--- src/hdl/qprpy_pkg.sv ---
// Shared constants, types and the CORDIC angle table for the pose to roll/pitch/yaw block.
`default_nettype none
package qprpy_pkg;

    localparam int QPRPY_CORDIC_STEPS = 16;
    localparam int QPRPY_SQRT_STEPS   = 32;   // one step per root bit of the zero-extended 64-bit radicand
    localparam int QPRPY_TOL_W        = 11;
    localparam int QPRPY_CW           = 34;   // CORDIC x/y width, holds gain growth
    localparam int QPRPY_AW           = 28;   // CORDIC angle width, Q.24 radians

    localparam logic [QPRPY_TOL_W-1:0]    QPRPY_TOL_RESET   = 11'd8;
    localparam logic signed [QPRPY_AW-1:0] QPRPY_HALF_PI_Q24 = 28'sd26353589;
    localparam logic signed [QPRPY_AW-1:0] QPRPY_HALF_PI_Q13 = 28'sd12868;
    localparam logic signed [QPRPY_AW-1:0] QPRPY_PI_Q13      = 28'sd25736;

    typedef struct packed {
        logic signed [31:0] pos_x;
        logic signed [31:0] pos_y;
        logic signed [31:0] pos_z;
    } t_pos;

    // rotation matrix terms, Q.30, saturated to [-1, 1]
    typedef struct packed {
        logic signed [31:0] r00;
        logic signed [31:0] r01;
        logic signed [31:0] r10;
        logic signed [31:0] r11;
        logic signed [31:0] r20;
        logic signed [31:0] r21;
        logic signed [31:0] r22;
    } t_rset;

    // atan(2^-i) in Q.24
    function automatic logic signed [QPRPY_AW-1:0] f_atan_q24(input int i);
        logic signed [QPRPY_AW-1:0] v;
        case (i)
            0: v = 28'sd13176795;
            1: v = 28'sd7778716;
            2: v = 28'sd4110060;
            3: v = 28'sd2086331;
            4: v = 28'sd1047214;
            5: v = 28'sd524117;
            6: v = 28'sd262123;
            7: v = 28'sd131069;
            default: v = (i <= 24) ? QPRPY_AW'(1 << (24 - i)) : '0;
        endcase
        return v;
    endfunction

endpackage
`default_nettype wire

--- src/hdl/qprpy_sqrt.sv ---
// Pipelined digit-by-digit integer square root, one root bit per stage.
`default_nettype none
module qprpy_sqrt (
    input  wire logic        i_clk,
    input  wire logic        i_en,
    input  wire logic [61:0] i_sum,
    output logic      [31:0] o_root
);
    import qprpy_pkg::*;

    localparam int SQ = QPRPY_SQRT_STEPS;

    logic [63:0] r_rem  [0:SQ];
    logic [63:0] r_root [0:SQ];
    logic [63:0] n_rem  [0:SQ-1];
    logic [63:0] n_root [0:SQ-1];

    always_comb begin
        for (int k = 0; k < SQ; k++) begin
            logic [63:0] bitv;
            logic [63:0] t;
            bitv = 64'd1 << (62 - 2 * k);
            t    = r_root[k] + bitv;
            if (r_rem[k] >= t) begin
                n_rem[k]  = r_rem[k] - t;
                n_root[k] = (r_root[k] >> 1) + bitv;
            end else begin
                n_rem[k]  = r_rem[k];
                n_root[k] = r_root[k] >> 1;
            end
        end
    end

    always_ff @(posedge i_clk) begin
        if (i_en) begin
            r_rem[0]  <= {2'b00, i_sum};
            r_root[0] <= '0;
            for (int k = 0; k < SQ; k++) begin
                r_rem[k+1]  <= n_rem[k];
                r_root[k+1] <= n_root[k];
            end
        end
    end

    assign o_root = r_root[SQ][31:0];

endmodule
`default_nettype wire

--- config.mk ---
export PLATFORM = sky130hd
export DESIGN_NAME = qprpy_sqrt
export DESIGN_NICKNAME = d
export VERILOG_FILES = /design/src/hdl/qprpy_pkg.sv /design/src/hdl/qprpy_sqrt.sv
export SDC_FILE = /design/constraint.sdc
export NUM_CORES = 2
export LEC_CHECK = 0
export ABC_AREA = 0
export BUFFER_PORTS_ARGS = -buffer_cell sky130_fd_sc_hd__buf_2
export CAP_MARGIN = 5
export CORE_MARGIN = 1
export CORE_UTILIZATION = 64
export CTS_CLUSTER_SIZE = 16
export DETAILED_ROUTE_END_ITERATION = 12
export MAX_ROUTING_LAYER = met4
export PLACE_DENSITY = 0.77
export SLEW_MARGIN = 5
export SYNTH_ARGS = -nofsm -noshare
export SYNTH_HDL_FRONTEND = slang
export SYNTH_MEMORY_MAX_BITS = 65536
export SYNTH_SLANG_ARGS = --single-unit
--- constraint.sdc ---
create_clock -name i_clk -period 5.03 [get_ports i_clk]
set_input_delay 0.7545 -clock i_clk [delete_from_list [all_inputs] [get_ports i_clk]]
set_output_delay 0.7545 -clock i_clk [all_outputs]
set_load 0.005 [all_outputs]
==> impl_metrics.ini <==
[logic_synthesis]
netlist_area_um2 = 120000
syn-num-nets = 9997
seq_area_frac_synth_pct = 63.5
yosys_register_bits = 2539
yosys.area.top_type = edfxtp_1
synth_cell_types = 98
synthTopCellsByArea = edfxtp_1 64%, ha_1 5.5%, xnor2_1 3.4%, xor2_1 3.0%, a21oi_1 2.7%
async_reset_ff_share_pct = 0
ys.flop_type = edfxtp_1
synth_top_area_share_pct = 63.5
synth_cells = 9408
yosysWarnings = 0
synth_area_per_cell_um2 = 12.8
synth_edf_count = 2539

[global_routing]
grt_use_total_pct = 33.5
grt_max_degree = 184
met3_usage_pct = 4.47
gr-total-overflow = 0
grt_antenna_before_repair = 13
globalRoute.busiestLayer = met2
grt.met2_usage_pct = 52.7
grt_pass1_vias = 76100
grt_pass1_wl_mm = 466
grt_use_met1_pct = 46.0

[clock_network]
cts_tree = yes
clkSinkCount = 2539
clock_latency_ns = 0.98
cts-root-buf = clkbuf_16
cts_buffers = 280
cts.clk_slew.worst_paths_ns = 0.06
cts_buffer_depth = 4
htreeDepth = 5
cts_setup_buffers = 0

[die]
design.portCount = 96
core-area_um2 = 186000
die_w_um = 435
start_util_pct = 64.6
fp-row-count = 158
die_h_um = 435
fp.dieArea_um2 = 189000

[cells_and_area]
syn2layout_area_growth_pct = 11.0
nFillCells = 12100
nets = 10300
layout-drive-gt1-share_pct = 7.56
layoutNonFillerInstCount = 12400

[setup_path]
path_max_fanout = 7
critPathCaptureType = register
cp-start-kind = register
worst-setup-path-type = register to register
crit_arrival_ns = 5.15
worst_ep_required_time_ns = 5.67

[timing]
period_needed_ns = 4.51
clock-skew-final_ns = 0.0826
layout_setup_ws_ns = 0.525
tns_ns = 0
worstMarginPinSlew_ns = 1.13
max_slew_margin_pct = 23.8
rsz0062_at_grt = false
max_freq_ghz = 0.222
whs_ns = 0.302
slew_viol_final = 0
hold_viol = 0
period_share_pct = 89.6
finalSetupViolations = 0

[power]
p_leak_nw = 50.2
ir_worst_vdd_v = 0.000431
p_per_area_nw_per_um2 = 452

[routing]
drt_pre_antenna_iters = 6
antenna_left = 0
wire_per_inst_um = 25.1
drt_iter0_drc = 9556
finalWirelength_mm = 312
route.detailed.drc = 0
viasPerCell = 6.37
vias = 79100

[worst_hold_path]
hp-class = input port to register

[placement]
placed_cells = 11900
dpl.hpwl_mm = 224
gp_congestion = 0.979
port_buffers = 94
post-place-ws_ns = 0.681

[run_status]
status = complete, no violations

[run]
max_cap_violations = 0
## synth_stat cells (93+ instances only)
library cell	instances
edfxtp_1	2539
o21a_1	93
xnor2_1	468
a21o_1	208
ha_1	525
or3_1	117
inv_1	656
nor4_1	332
nand2b_1	93
nor2_1	671
clkbuf_1	150
a21oi_1	645
nor3_1	270
nand4_1	170
nand2_1	531
xor2_1	405
o21ai_0	362
nand3_1	169
## cell type report
type	count	area, µm²	area share (%)
Multi-Input combinational cell	6016	40600	30.5
Clock inverter	129	1340	1.01
Clock buffer	335	7360	5.53
Sequential cell	2539	76200	57.2
Timing Repair Buffer	261	2080	1.56
Antenna cell	7	17.5	0.0131
Tap cell	2480	3100	2.33
Inverter	658	2470	1.85
## cells by family after synthesis
| kind of cell | Yosys count | share of synthesized area, % |
|---|---|---|
| other | 1 | 0.00312 |
| multiplexers | 100 | 0.925 |
| AO/OA/AOI/OAI | 1719 | 8.86 |
| XOR/XNOR | 873 | 6.37 |
| AND/OR/NAND/NOR | 2798 | 12.1 |
| adder cells (fa/ha/maj) | 525 | 5.47 |
| buffers and inverters | 853 | 2.71 |
| flip-flops | 2539 | 63.5 |
## metal layers
metal | vias up | wire [µm] | part of all wire (%)
li1 | 36000 | - | -
met2 | 3795 | 148000 | 47
met3 | 601 | 24500 | 7.9
met4 | 0 | 8870 | 2.8
met1 | 38700 | 130000 | 42
met5 | - | 0 | 0
## sequential cells by signal, summed over array words and instances (netlist names)
name,cells
r_rem,2043
r_root,496
## cell usage in the layout, fill, tap and decap left out, drive strengths merged, types with 20 or more instances in the layout
cell and n:
a2111oi 21, a211oi 42, a21o 208, a21oi 646, a31oi 46, and2 25, and3 36, and4 20
buf 199, bufinv 28, clkbuf 335, clkinv 91, dlygate4sd3 62, edfxtp 2539, ha 525, inv 663
mux2 87, nand2 531, nand2b 93, nand3 171, nand3b 30, nand4 171, nand4b 34, nor2 671
nor2b 73, nor3 271, nor4 337, nor4b 41, o211ai 35, o21a 93, o21ai 370, o21bai 44
o31ai 33, or2 45, or3 117, or4 79, xnor2 468, xor2 405
## where the power goes
part,internal (mW),switching (mW)
sequential,26.5,2.22
combinational,4.57,6.84
clock,11.8,8.22
## critical path, stage by stage (launching register included)
cell	delay [ns]
edfxtp_1	0.42
ha_1	0.43
and3_1	0.28
nand2_1	0.12
nor4_1	0.86
nand4_1	0.61
or4b_1	0.34
nor2_1	0.07
inv_2	0.12
nand4_1	0.33
nor4_1	0.51
xor2_1	0.13
## per-stage QoR
stage	utilization, %	area (µm²)	power, mW
detailed placement	66.7	124000	40.1
floorplan	-	120000	36.1
CTS	71.7	133000	60.0
finish	71.7	133000	60.2
global route	71.7	133000	62.4
global placement	66.7	124000	39.9
## worst paths after layout
path	to	start	cells after the start	slack (ns)
setup / recovery	r_rem[0][1851]	r_rem[0][1759]	11	0.52
hold / removal	r_root[0][936]	i_en	1	0.30
setup reg to reg	r_rem[0][1851]	r_rem[0][1759]	11	0.52
hold reg to reg	r_rem[0][70]	r_rem[0][6]	0	0.41
## timing repair
action | 4_1_cts | 5_1_grt
hold buffers | 62 | 0
gates resized for setup | 0 | 0
hold endpoints to repair | 62 | 0
Note: power is estimated with default switching activity, not from simulation.
